==> config.mk <==
export PLATFORM = sky130hd
export DESIGN_NAME = polygon_plane_clipper_top
export DESIGN_NICKNAME = d
export VERILOG_FILES = /design/src/sv/ppc_pkg.sv /design/src/sv/polygon_plane_clipper_top.sv
export SDC_FILE = /design/constraint.sdc
export NUM_CORES = 2
export LEC_CHECK = 0
export ABC_AREA = 1
export BUFFER_PORTS_ARGS = -buffer_cell sky130_fd_sc_hd__buf_2
export CAP_MARGIN = 5
export CORE_MARGIN = 10
export CORE_UTILIZATION = 50
export CTS_CLUSTER_DIAMETER = 40
export DETAILED_ROUTE_END_ITERATION = 12
export PLACE_DENSITY = 0.69
export SLEW_MARGIN = 5
export SYNTH_ARGS = -nofsm -noshare
export SYNTH_HDL_FRONTEND = slang
export SYNTH_SLANG_ARGS = --single-unit
==> constraint.sdc <==
create_clock -name clk -period 13.24 [get_ports clk]
set_clock_uncertainty 0.1 [all_clocks]
set_input_delay 2.648 -clock clk [delete_from_list [all_inputs] [get_ports clk]]
set_output_delay 2.648 -clock clk [all_outputs]
set_load 0.02 [all_outputs]
==> src/sv/ppc_pkg.sv <==
`timescale 1ns / 1ps

package ppc_pkg;

    localparam int COORD_BITS_DEF = 16;
    localparam int NORMAL_Z_RESET = 256;
    localparam int REG_ADDR_W     = 3;

    typedef enum logic [REG_ADDR_W-1:0] {
        REG_NORMAL_X = 3'd0,
        REG_NORMAL_Y = 3'd1,
        REG_NORMAL_Z = 3'd2,
        REG_POINT_X  = 3'd3,
        REG_POINT_Y  = 3'd4,
        REG_POINT_Z  = 3'd5
    } reg_addr_t;

    typedef enum logic [3:0] {
        ST_IDLE,
        ST_DIST,
        ST_EDGE,
        ST_MUL,
        ST_DIV,
        ST_QUOT,
        ST_PUSH_I,
        ST_PUSH_E,
        ST_EDGE_END,
        ST_FINISH
    } state_t;

endpackage

==> src/sv/polygon_plane_clipper_top.sv <==
`timescale 1ns / 1ps
// Channel | Dir | tdata (low bit up)           | tlast           | tuser
// s_*     | in  | vertex_x, vertex_y, vertex_z | end_of_polygon  | -
// m_*     | out | out_x, out_y, out_z          | final_vertex    | clipped_empty
// wr_*    | in  | register write: normal_x/y/z, point_x/y/z at index 0..5
//
// One request at a time. Distance: products summed on one shared multiplier, plus
// edge bookkeeping. A crossing edge adds, per coordinate, a bit-serial shift-add for
// the numerator, then a restoring divide, one bit a cycle.
// Reset clears control and configuration at once; no clearing pass.
// s_tready drops while the sequencer works; a held output stalls only a push or the
// final result.

module polygon_plane_clipper_top #(
    parameter int COORD_BITS = ppc_pkg::COORD_BITS_DEF,
    localparam int TW = ((3 * COORD_BITS + 7) / 8) * 8
) (
    input  logic                  clk,
    input  logic                  rst_n,
    input  logic                  s_tvalid,
    output logic                  s_tready,
    input  logic [TW-1:0]         s_tdata,   // vertex_x, vertex_y, vertex_z
    input  logic                  s_tlast,   // end_of_polygon
    output logic                  m_tvalid,
    input  logic                  m_tready,
    output logic [TW-1:0]         m_tdata,   // out_x, out_y, out_z
    output logic                  m_tlast,   // final_vertex
    output logic [0:0]            m_tuser,   // clipped_empty
    input  logic                  wr_en,
    input  logic [ppc_pkg::REG_ADDR_W-1:0] wr_addr,
    input  logic [COORD_BITS-1:0] wr_data
);

    localparam int C    = COORD_BITS;
    localparam int DIFW = C + 1;          // v - p, e - s
    localparam int PRW  = C + DIFW;       // one distance product
    localparam int DW   = PRW + 2;        // sum of three products
    localparam int DENW = DW + 1;         // |ds - de|
    localparam int NW   = C + DENW + 2;   // numerator
    localparam int QW   = C + 1;          // quotient magnitude
    localparam int CW   = $clog2(DENW);

    ppc_pkg::state_t state_reg, state_next;

    logic signed [C-1:0]  normal_reg [3];
    logic signed [C-1:0]  normal_next [3];
    logic signed [C-1:0]  point_reg [3];
    logic signed [C-1:0]  point_next [3];
    logic signed [C-1:0]  v_reg [3], v_next [3];
    logic signed [C-1:0]  first_reg [3], first_next [3];
    logic signed [C-1:0]  prev_reg [3], prev_next [3];
    logic signed [C-1:0]  pend_reg [3], pend_next [3];
    logic signed [C-1:0]  ip_reg [3], ip_next [3];
    logic signed [DW-1:0] d_reg, d_next;
    logic signed [DW-1:0] dfirst_reg, dfirst_next;
    logic signed [DW-1:0] dprev_reg, dprev_next;
    logic                 last_reg, last_next;
    logic                 started_reg, started_next;
    logic                 pend_valid_reg, pend_valid_next;
    logic                 closing_reg, closing_next;
    logic [1:0]           ci_reg, ci_next;
    logic [CW-1:0]        cnt_reg, cnt_next;
    logic [DENW-1:0]      den_reg, den_next;
    logic [DENW-1:0]      scale_reg, scale_next;
    logic signed [NW-1:0] acc_reg, acc_next;
    logic                 neg_reg, neg_next;
    logic [NW-1:0]        rem_reg, rem_next;
    logic [NW-1:0]        dsh_reg, dsh_next;
    logic [QW-1:0]        q_reg, q_next;
    logic                 out_valid_reg, out_valid_next;
    logic signed [C-1:0]  out_reg [3], out_next [3];
    logic                 out_last_reg, out_last_next;
    logic                 out_empty_reg, out_empty_next;

    // edge operands: main edge prev->v, closing edge v->first
    logic signed [C-1:0]  s_vec [3];
    logic signed [C-1:0]  e_vec [3];
    logic signed [DW-1:0] ds, de;
    logic                 s_in, e_in;
    logic                 accept;
    logic                 push_ok;
    logic signed [DIFW-1:0] diffp;
    logic signed [PRW-1:0]  prod;
    logic signed [DW-1:0]   d_sum;
    logic signed [DENW-1:0] den_raw;
    logic signed [DIFW-1:0] ediff;
    logic signed [NW-1:0]   mul_step;
    logic [NW-1:0]          rem_sub;
    logic signed [QW:0]     q_signed;
    logic signed [C-1:0]    q_sat;

    always_comb
    begin
        for (int i = 0; i < 3; i++)
        begin
            s_vec[i] = closing_reg ? v_reg[i] : prev_reg[i];
            e_vec[i] = closing_reg ? first_reg[i] : v_reg[i];
        end
    end

    assign ds       = closing_reg ? d_reg : dprev_reg;
    assign de       = closing_reg ? dfirst_reg : d_reg;
    assign s_in     = !ds[DW-1];
    assign e_in     = !de[DW-1];
    assign s_tready = (state_reg == ppc_pkg::ST_IDLE);
    assign accept   = s_tvalid && s_tready;
    assign push_ok  = !(pend_valid_reg && out_valid_reg);

    // shared multiplier for the distance terms
    assign diffp = DIFW'(v_reg[ci_reg]) - DIFW'(point_reg[ci_reg]);
    assign prod  = PRW'(normal_reg[ci_reg]) * PRW'(diffp);
    assign d_sum = d_reg + DW'(prod);

    assign den_raw = DENW'(ds) - DENW'(de);
    assign ediff   = DIFW'(e_vec[ci_reg]) - DIFW'(s_vec[ci_reg]);

    // Horner step of s*den + (e-s)*scale, MSB first
    assign mul_step = (acc_reg <<< 1)
                    + (den_reg[cnt_reg] ? NW'(s_vec[ci_reg]) : NW'(0))
                    + (scale_reg[cnt_reg] ? NW'(ediff) : NW'(0));

    assign rem_sub  = rem_reg - dsh_reg;
    assign q_signed = neg_reg ? -$signed({1'b0, q_reg}) : $signed({1'b0, q_reg});

    always_comb
    begin
        if (q_signed[QW:C-1] == '0 || q_signed[QW:C-1] == '1)
            q_sat = q_signed[C-1:0];
        else if (q_signed[QW])
            q_sat = {1'b1, {(C-1){1'b0}}};
        else
            q_sat = {1'b0, {(C-1){1'b1}}};
    end

    // next state
    always_comb
    begin
        state_next = state_reg;
        unique case (state_reg)
            ppc_pkg::ST_IDLE:
                if (accept)
                    state_next = ppc_pkg::ST_DIST;
            ppc_pkg::ST_DIST:
                if (ci_reg == 2'd2)
                begin
                    if (started_reg || last_reg)
                        state_next = ppc_pkg::ST_EDGE;
                    else
                        state_next = ppc_pkg::ST_IDLE;
                end
            ppc_pkg::ST_EDGE:
                priority if (s_in && e_in)
                    state_next = ppc_pkg::ST_PUSH_E;
                else if (s_in || e_in)
                    state_next = ppc_pkg::ST_MUL;
                else
                    state_next = ppc_pkg::ST_EDGE_END;
            ppc_pkg::ST_MUL:
                if (cnt_reg == '0)
                    state_next = ppc_pkg::ST_DIV;
            ppc_pkg::ST_DIV:
                if (cnt_reg == '0)
                    state_next = ppc_pkg::ST_QUOT;
            ppc_pkg::ST_QUOT:
                state_next = (ci_reg == 2'd2) ? ppc_pkg::ST_PUSH_I : ppc_pkg::ST_MUL;
            ppc_pkg::ST_PUSH_I:
                if (push_ok)
                    state_next = e_in ? ppc_pkg::ST_PUSH_E : ppc_pkg::ST_EDGE_END;
            ppc_pkg::ST_PUSH_E:
                if (push_ok)
                    state_next = ppc_pkg::ST_EDGE_END;
            ppc_pkg::ST_EDGE_END:
                priority if (closing_reg)
                    state_next = ppc_pkg::ST_FINISH;
                else if (last_reg)
                    state_next = ppc_pkg::ST_EDGE;
                else
                    state_next = ppc_pkg::ST_IDLE;
            ppc_pkg::ST_FINISH:
                if (!out_valid_reg)
                    state_next = ppc_pkg::ST_IDLE;
            default:
                state_next = ppc_pkg::ST_IDLE;
        endcase
    end

    // datapath
    always_comb
    begin
        normal_next     = normal_reg;
        point_next      = point_reg;
        v_next          = v_reg;
        first_next      = first_reg;
        prev_next       = prev_reg;
        pend_next       = pend_reg;
        ip_next         = ip_reg;
        d_next          = d_reg;
        dfirst_next     = dfirst_reg;
        dprev_next      = dprev_reg;
        last_next       = last_reg;
        started_next    = started_reg;
        pend_valid_next = pend_valid_reg;
        closing_next    = closing_reg;
        ci_next         = ci_reg;
        cnt_next        = cnt_reg;
        den_next        = den_reg;
        scale_next      = scale_reg;
        acc_next        = acc_reg;
        neg_next        = neg_reg;
        rem_next        = rem_reg;
        dsh_next        = dsh_reg;
        q_next          = q_reg;
        out_next        = out_reg;
        out_last_next   = out_last_reg;
        out_empty_next  = out_empty_reg;
        out_valid_next  = out_valid_reg && !m_tready;

        if (wr_en)
        begin
            unique case (wr_addr)
                ppc_pkg::REG_NORMAL_X: normal_next[0] = wr_data;
                ppc_pkg::REG_NORMAL_Y: normal_next[1] = wr_data;
                ppc_pkg::REG_NORMAL_Z: normal_next[2] = wr_data;
                ppc_pkg::REG_POINT_X:  point_next[0]  = wr_data;
                ppc_pkg::REG_POINT_Y:  point_next[1]  = wr_data;
                ppc_pkg::REG_POINT_Z:  point_next[2]  = wr_data;
                default: ;
            endcase
        end

        unique case (state_reg)
            ppc_pkg::ST_IDLE:
                if (accept)
                begin
                    v_next[0] = s_tdata[C-1:0];
                    v_next[1] = s_tdata[2*C-1:C];
                    v_next[2] = s_tdata[3*C-1:2*C];
                    last_next = s_tlast;
                    d_next    = '0;
                    ci_next   = 2'd0;
                end
            ppc_pkg::ST_DIST:
            begin
                d_next  = d_sum;
                ci_next = ci_reg + 2'd1;
                if (ci_reg == 2'd2)
                begin
                    closing_next = 1'b0;
                    if (!started_reg)
                    begin
                        first_next   = v_reg;
                        dfirst_next  = d_sum;
                        prev_next    = v_reg;
                        dprev_next   = d_sum;
                        started_next = 1'b1;
                        closing_next = 1'b1;
                    end
                end
            end
            ppc_pkg::ST_EDGE:
            begin
                den_next   = den_raw[DENW-1] ? DENW'(-den_raw) : DENW'(den_raw);
                scale_next = s_in ? DENW'(ds) : DENW'(-ds);
                ci_next    = 2'd0;
                acc_next   = '0;
                cnt_next   = CW'(DENW - 1);
            end
            ppc_pkg::ST_MUL:
            begin
                acc_next = mul_step;
                cnt_next = cnt_reg - 1'b1;
                if (cnt_reg == '0)
                begin
                    neg_next = mul_step[NW-1];
                    rem_next = mul_step[NW-1] ? NW'(-mul_step) : NW'(mul_step);
                    dsh_next = NW'(den_reg) << (QW - 1);
                    q_next   = '0;
                    cnt_next = CW'(QW - 1);
                end
            end
            ppc_pkg::ST_DIV:
            begin
                if (rem_reg >= dsh_reg)
                begin
                    rem_next = rem_sub;
                    q_next   = {q_reg[QW-2:0], 1'b1};
                end
                else
                    q_next = {q_reg[QW-2:0], 1'b0};
                dsh_next = dsh_reg >> 1;
                cnt_next = cnt_reg - 1'b1;
            end
            ppc_pkg::ST_QUOT:
            begin
                ip_next[ci_reg] = q_sat;
                ci_next         = ci_reg + 2'd1;
                acc_next        = '0;
                cnt_next        = CW'(DENW - 1);
            end
            ppc_pkg::ST_PUSH_I, ppc_pkg::ST_PUSH_E:
                if (push_ok)
                begin
                    if (pend_valid_reg)
                    begin
                        out_valid_next = 1'b1;
                        out_next       = pend_reg;
                        out_last_next  = 1'b0;
                        out_empty_next = 1'b0;
                    end
                    pend_next       = (state_reg == ppc_pkg::ST_PUSH_I) ? ip_reg : e_vec;
                    pend_valid_next = 1'b1;
                end
            ppc_pkg::ST_EDGE_END:
                if (!closing_reg)
                begin
                    prev_next    = v_reg;
                    dprev_next   = d_reg;
                    closing_next = last_reg;
                end
            ppc_pkg::ST_FINISH:
                if (!out_valid_reg)
                begin
                    out_valid_next = 1'b1;
                    out_last_next  = 1'b1;
                    out_empty_next = !pend_valid_reg;
                    for (int i = 0; i < 3; i++)
                        out_next[i] = pend_valid_reg ? pend_reg[i] : '0;
                    pend_valid_next = 1'b0;
                    started_next    = 1'b0;
                end
            default: ;
        endcase
    end

    always_ff @(posedge clk or negedge rst_n)
    begin
        if (!rst_n)
        begin
            state_reg      <= ppc_pkg::ST_IDLE;
            started_reg    <= 1'b0;
            pend_valid_reg <= 1'b0;
            out_valid_reg  <= 1'b0;
            closing_reg    <= 1'b0;
            for (int i = 0; i < 3; i++)
            begin
                normal_reg[i] <= (i == 2) ? C'(ppc_pkg::NORMAL_Z_RESET) : '0;
                point_reg[i]  <= '0;
            end
        end
        else
        begin
            state_reg      <= state_next;
            started_reg    <= started_next;
            pend_valid_reg <= pend_valid_next;
            out_valid_reg  <= out_valid_next;
            closing_reg    <= closing_next;
            normal_reg     <= normal_next;
            point_reg      <= point_next;
        end
    end

    always_ff @(posedge clk)
    begin
        v_reg         <= v_next;
        first_reg     <= first_next;
        prev_reg      <= prev_next;
        pend_reg      <= pend_next;
        ip_reg        <= ip_next;
        d_reg         <= d_next;
        dfirst_reg    <= dfirst_next;
        dprev_reg     <= dprev_next;
        last_reg      <= last_next;
        ci_reg        <= ci_next;
        cnt_reg       <= cnt_next;
        den_reg       <= den_next;
        scale_reg     <= scale_next;
        acc_reg       <= acc_next;
        neg_reg       <= neg_next;
        rem_reg       <= rem_next;
        dsh_reg       <= dsh_next;
        q_reg         <= q_next;
        out_reg       <= out_next;
        out_last_reg  <= out_last_next;
        out_empty_reg <= out_empty_next;
    end

    assign m_tvalid   = out_valid_reg;
    assign m_tdata    = TW'({out_reg[2], out_reg[1], out_reg[0]});
    assign m_tlast    = out_last_reg;
    assign m_tuser[0] = out_empty_reg;

endmodule
# Yosys cells after proc, flatten, opt, wreduce, memory -nomap -nowiden
# Cells that the tools add are included.
# W data, S select, Z words.
[totals] in_bits=73 memories=0 output_inout_bits=52 regBits=759 ramBits=0 mem_bits_ro=0 latch_bits=0 wordCells=245
[op_classes] multipliers=1 div_mod_pow=0 eq_ne=28 shifts=0 n_lt_le_gt_ge=4 muxes=103 n_addsub=13 bitwise=3 n_reduce_logical=47
[ops] operator="$mux W16" n=22
[ops] operator="$mux W48" n=7
[ops] operator="$mux W54" n=6
[ops] operator="$mux W35" n=7
[ops] operator="$pmux W54 S2" n=2
[ops] operator="$pmux W48 S2" n=2
[ops] operator="$bmux W16 S2" n=5
[ops] operator="$pmux W35 S2" n=2
[ops] operator="$add A54 B54 Y54" n=2
[ops] operator="$pmux W53 S2" n=1
[ops] operator="$ge A54 B54 Y1" n=1
[ops] operator="$neg A54 Y54" n=1
[ops] operator="$sub A54 B54 Y54" n=1
[ops] operator="$bwmux W48" n=1
[ops] operator="$mux W4" n=11
[ops] operator="$pmux W4 S10" n=1
[ops] operator="$neg A35 Y36" n=1
[ops] operator="$neg A36 Y36" n=1
[ops] operator="$sub A35 B35 Y36" n=1
[ops] operator="$add A35 B33 Y35" n=1
[ops] operator="$mux W34" n=1
[ops] operator="$pmux W17 S2" n=1
[ops] operator="$sub A16 B16 Y17" n=2
[ops] operator="$mul A16 B17 Y33" n=1
[ops] operator="other kinds (42)" n=118

# Longest topological paths before layout
[logic_depth] ltp_word=11 mapped_depth=54 ltp_nobuf=49

# Worst setup path before layout
# No wires, ideal clock.
[synth_path] path_kind="reg-to-reg" start="register ci_reg[1]" end="register dprev_reg[30], data pin" t_arrival_ns=8.709 n_path_buf=3 stages_incl_launch_ff=46 path_slack_ns=4.164 cell_sequence="edfxtp_1 inv_2 nor2_1 clkbuf_1 clkbuf_1 buf_1 a2bb2oi_1 ha_1 a21oi_1 nand2_1 a21oi_1 o21bai_1 nand2_1 nand2_1 nand2_1 nand2_1 nand2_1 nand2_1 [... 10 more ...] fa_1 inv_1 fa_1 fa_1 inv_1 fa_1 inv_1 ha_1 a21oi_1 a21boi_2 o21bai_1 a21boi_1 o21ai_0 nand2_1 inv_1 or2_2 xnor2_1 o21ai_0"
[synth_via] elab_chain_cells=10 elab_cells_between_ends=16 cone_classes="add/sub (2); mul (1); mux (12); bitwise (1)"
[synth_rtl] item="start, declared" line_no="polygon_plane_clipper_top.sv:61" text="logic [1:0] ci_reg, ci_next;"
[synth_rtl] item="start signal, assigned" line_no="polygon_plane_clipper_top.sv:373" text="ci_reg <= ci_next;"
[synth_rtl] item="$not A2 Y3 (not written as such) *" line_no="polygon_plane_clipper_top.sv:110, polygon_plane_clipper_top.sv:111"
[synth_rtl] item="$bmux W16 S2" line_no="polygon_plane_clipper_top.sv:110" text="assign diffp = DIFW'(v_reg[ci_reg]) - DIFW'(point_reg[ci_reg]);"
[synth_rtl] item="$mux W16 (not written as such) (2 in a row)" line_no="polygon_plane_clipper_top.sv:110"
[synth_rtl] item="$sub A16 B16 Y17" line_no="polygon_plane_clipper_top.sv:110"
[synth_rtl] item="$mul A16 B17 Y33 *" line_no="polygon_plane_clipper_top.sv:111" text="assign prod = PRW'(normal_reg[ci_reg]) * PRW'(diffp);"
[synth_rtl] item="$add A35 B33 Y35 *" line_no="polygon_plane_clipper_top.sv:112" text="assign d_sum = d_reg + DW'(prod);"
[synth_rtl] item="$mux W35 *" line_no="polygon_plane_clipper_top.sv:249" text="if (!started_reg)"
[synth_rtl] item="$mux W35 *" line_no="polygon_plane_clipper_top.sv:246" text="if (ci_reg == 2'd2)"
[synth_rtl] item="$pmux W35 S2 *" line_no="polygon_plane_clipper_top.sv:231" text="unique case (state_reg)"
[synth_rtl] item="via dprev_next[30]" line_no="polygon_plane_clipper_top.sv:56" text="logic signed [DW-1:0] dprev_reg, dprev_next;"
[synth_rtl] item="end signal, assigned" line_no="polygon_plane_clipper_top.sv:371" text="dprev_reg <= dprev_next;"
[synth_rtl] item="end, declared" line_no="polygon_plane_clipper_top.sv:56"
# Mark *: on every way through the listed nets, which the timed path passes. The rest lies on a longest branch. The select of a mux whose other input is x is not followed.
# A chain may end at the register's enable or synchronous reset.

# Worst setup path after layout
[layout_path] start="register ci_reg[0]" end="register dprev_reg[32], data pin"
# Same word-level chain as after synthesis.

==> impl_metrics.toml <==
[clock_network]
clk_latency_ns = 0.73
cts_inserted_buffers = 111
clock_tree.root_cell = "clkbuf_16"
cts-root-to-sink-buffers = 3
cts.htree.levels = 3
tritoncts_clock_tree = "built"
path_clk_slew_ns = 0.06
clock_sink_count = 757
ctsHoldBuffers = 0
post_cts.repair.setup_buffers = 0
cts-resized-gates = 0

[floorplan]
start_util_pct = 50.46
core.rowCount = 125
core_area_um2 = 116400
floorplan.io_pins = 125
dieArea_um2 = 131500
chipWidth_um = 362.7
floorplan.die.height_um = 362.7

[logic_synthesis]
synth_edf_count = 653
synth.area.mux_share_pct = 0.6776
synth-adder-area-share_pct = 18.93
most_instantiated_flip_flop_cell_in_the_synthesis_netlist = "edfxtp_1"
synth_simple_gate_area_share_pct = 18.99
yosysUniqueCellTypes = 71
syn-num-nets = 7718
synth-seq-cells = 757
synthArstFlopShare_pct = 13.74
combinational_family_with_the_most_area_after_synthesis = "simple AND/OR/NAND/NOR gates"
synth_area_um2 = 58720
synth.avg_cell_area_um2 = 8.412
seq_area_frac_synth_pct = 37.83
ys_warn_count = 0
syn-instance-count = 6980
fraction_of_the_mapped_netlist_area_in_compound_gates_pct = 11.34
yosys.area_share.xor_xnor_pct = 3.179

[critical_path]
timing.critical_path.depth = 45
timing.critical_path.max_delay_family = "adder cells"
crit_path_frequent_cell = "nand2_1"
slowest_stage = "buf_4"
timing.critical_path.from = "ci_reg[0]"
worst-setup-path-type = "reg -> reg"
worstReg2RegEnd = "dprev_reg[32]"
crit_arrival_ns = 11.03
worstPathBufferInverterCount = 10
critical_path_peak_fanout = 62
worst_r2r_path_cells = 45
worstSetupStartpointType = "flip-flop"
critical_path.endpoint_type = "flip-flop"
regToRegSetupSlack_ns = 2.56
critical_path_required_time_ns = 13.59
critical-path-max-stage-delay_ns = 0.64
r2r_start = "ci_reg[0]"

[routing]
route.detailed.vias_per_inst = 5.509
via_count = 47910
routed_wire_length_per_instance_um = 19.72
final_antenna_net_count = 0
drt-total-wl_um = 171500
dr.first_iter.drc_count = 4422
detail_route.drc_violations = 0
firstDrtPassIters = 6

[timing]
fin_worst_hold_slack_ns = 0.3786
post-route-min-period_ns = 10.68
setup_viol = 0
worst_slew_pin_slew_ns = 1.275
achievable-frequency_mhz = 93.64
maxSlewHeadroom_pct = 14.79
timing.setup.tns_ns = 0
grt_setup_unrepaired = "no"
timing.final.crit_share_pct = 80.66
report.final.hold_viol_count = 0
final_max_slew_viol_count = 0

[global_route]
met2_global_route_usage_pct = 42.76
grt_util_all_layers_pct = 25.88
grt_start_max_net_pins = 95
grt_first_pass_wirelength_um = 268700
grt_use_met3_pct = 3.937
grt_remaining_overflow = 0
grt.met1_usage_pct = 34.64
grt_pass1_vias = 47510
top_usage_layer = "met2"
antenna_violations_before_repair = 1

[layout]
area_growth_pct = 10.31
nNetsFinal = 7814
largest_reg_flops = 54
post_route_cells_drive_above_1_share_pct = 7.698

[place]
dp_hpwl_um = 134200
io_buffers = 124
gp_congestion = 0.9606

[hold_path]
hold_depth = 2
hold_path_class = "reg -> reg"
worst_hold_startpoint = "normal_reg[44]"
whs_endpoint = "normal_reg[44]"

[flow_run]
timing.max_cap.violations = 0

[status]
status = "completed"
routing by layer:
layer  up-vias  part of all wire, %
li1      22840                    -
met3       321                  7.0
met1     22950                   43
met5         -               0.0076
met2      1796                   47
met4         2                  3.6
how the worst max path moves through the flow:
stage | slack (ns) | endpoint
6_report | 2.56 | dprev_reg[32]
5_1_grt | 1.59 | dprev_reg[32]
4_1_cts | 2.65 | dprev_reg[30]
3_5_place_dp | 2.67 | dprev_reg[30]
3_3_place_gp | 2.87 | dprev_reg[32]
2_1_floorplan | 4.16 | dprev_reg[30]
per-stage QoR:
step / instance area [um^2] / setup slack, ns / util [%] / std cells
floorplan: 58720 / 4.164 / - / 6980
global placement: 60900 / 2.865 / 52.33 / 8487
detailed placement: 60900 / 2.675 / 52.33 / 8487
CTS: 64770 / 2.655 / 55.66 / 8695
global route: 64770 / 1.591 / 55.66 / 8695
finish: 64770 / 2.561 / 55.66 / 8696
cell usage in the layout, fill, tap and decap left out, drive strengths merged, types with 30 or more instances in the layout:
cell	Yosys	layout
buf	48	171
nor2	933	933
nand3	204	204
mux2	30	30
nand4	64	64
inv	1196	1229
clkbuf	140	119
dfrtp	103	103
nor3	57	57
xor2	131	131
a31oi	47	47
fa	372	372
edfxtp	653	653
nand2	1386	1386
or2	40	40
clkinv	8	44
ha	293	293
xnor2	71	71
o21ai	673	673
o211ai	32	32
a21oi	305	305
synth_stat cells (all sizes together), types with 19 or more instances:
master / count / area share [%]
nand2: 1386 / 8.9
inv: 1196 / 7.6
nor2: 933 / 6.1
o21ai: 673 / 5.8
edfxtp: 653 / 33
fa: 372 / 13
a21oi: 305 / 2.7
ha: 293 / 6.2
nand3: 204 / 1.8
clkbuf: 140 / 0.89
xor2: 131 / 2.1
dfrtp: 103 / 4.4
xnor2: 71 / 1.1
nand4: 64 / 0.69
nor3: 57 / 0.56
buf: 48 / 0.46
a31oi: 47 / 0.50
or2: 40 / 0.43
o211ai: 32 / 0.41
mux2: 30 / 0.58
o21bai: 26 / 0.34
a21o: 21 / 0.27
nand3b: 19 / 0.25
area by class of cell:
| type | instances | area, um^2 |
|---|---|---|
| Fill cell | 10600 | 51590 |
| Multi-Input combinational cell | 4831 | 31280 |
| Sequential cell | 757 | 22220 |
| Inverter | 1204 | 4523 |
| Clock buffer | 119 | 2839 |
| Tap cell | 1524 | 1907 |
| Clock inverter | 89 | 1032 |
| Timing Repair Buffer | 171 | 975.9 |
| Antenna cell | 1 | 2.502 |
worst min-delay path, cell delays in order (launching register included):
cell	delay, ns
dfrtp_1	0.34
nand2_1	0.05
o21ai_0	0.06
cells by family after synthesis:
kind of cell / count (synthesis)
AOI/OAI and AO/OA: 1204
xor gates and xnor gates: 202
adders and majority gates: 665
buffers and inverters: 1392
DFF: 757
muxes: 36
other: 1
and+or+nand+nor: 2723
Power is left out: the tool's default activity adds up to more than one toggle a clock period on the data nets, which glitch-free logic cannot reach.
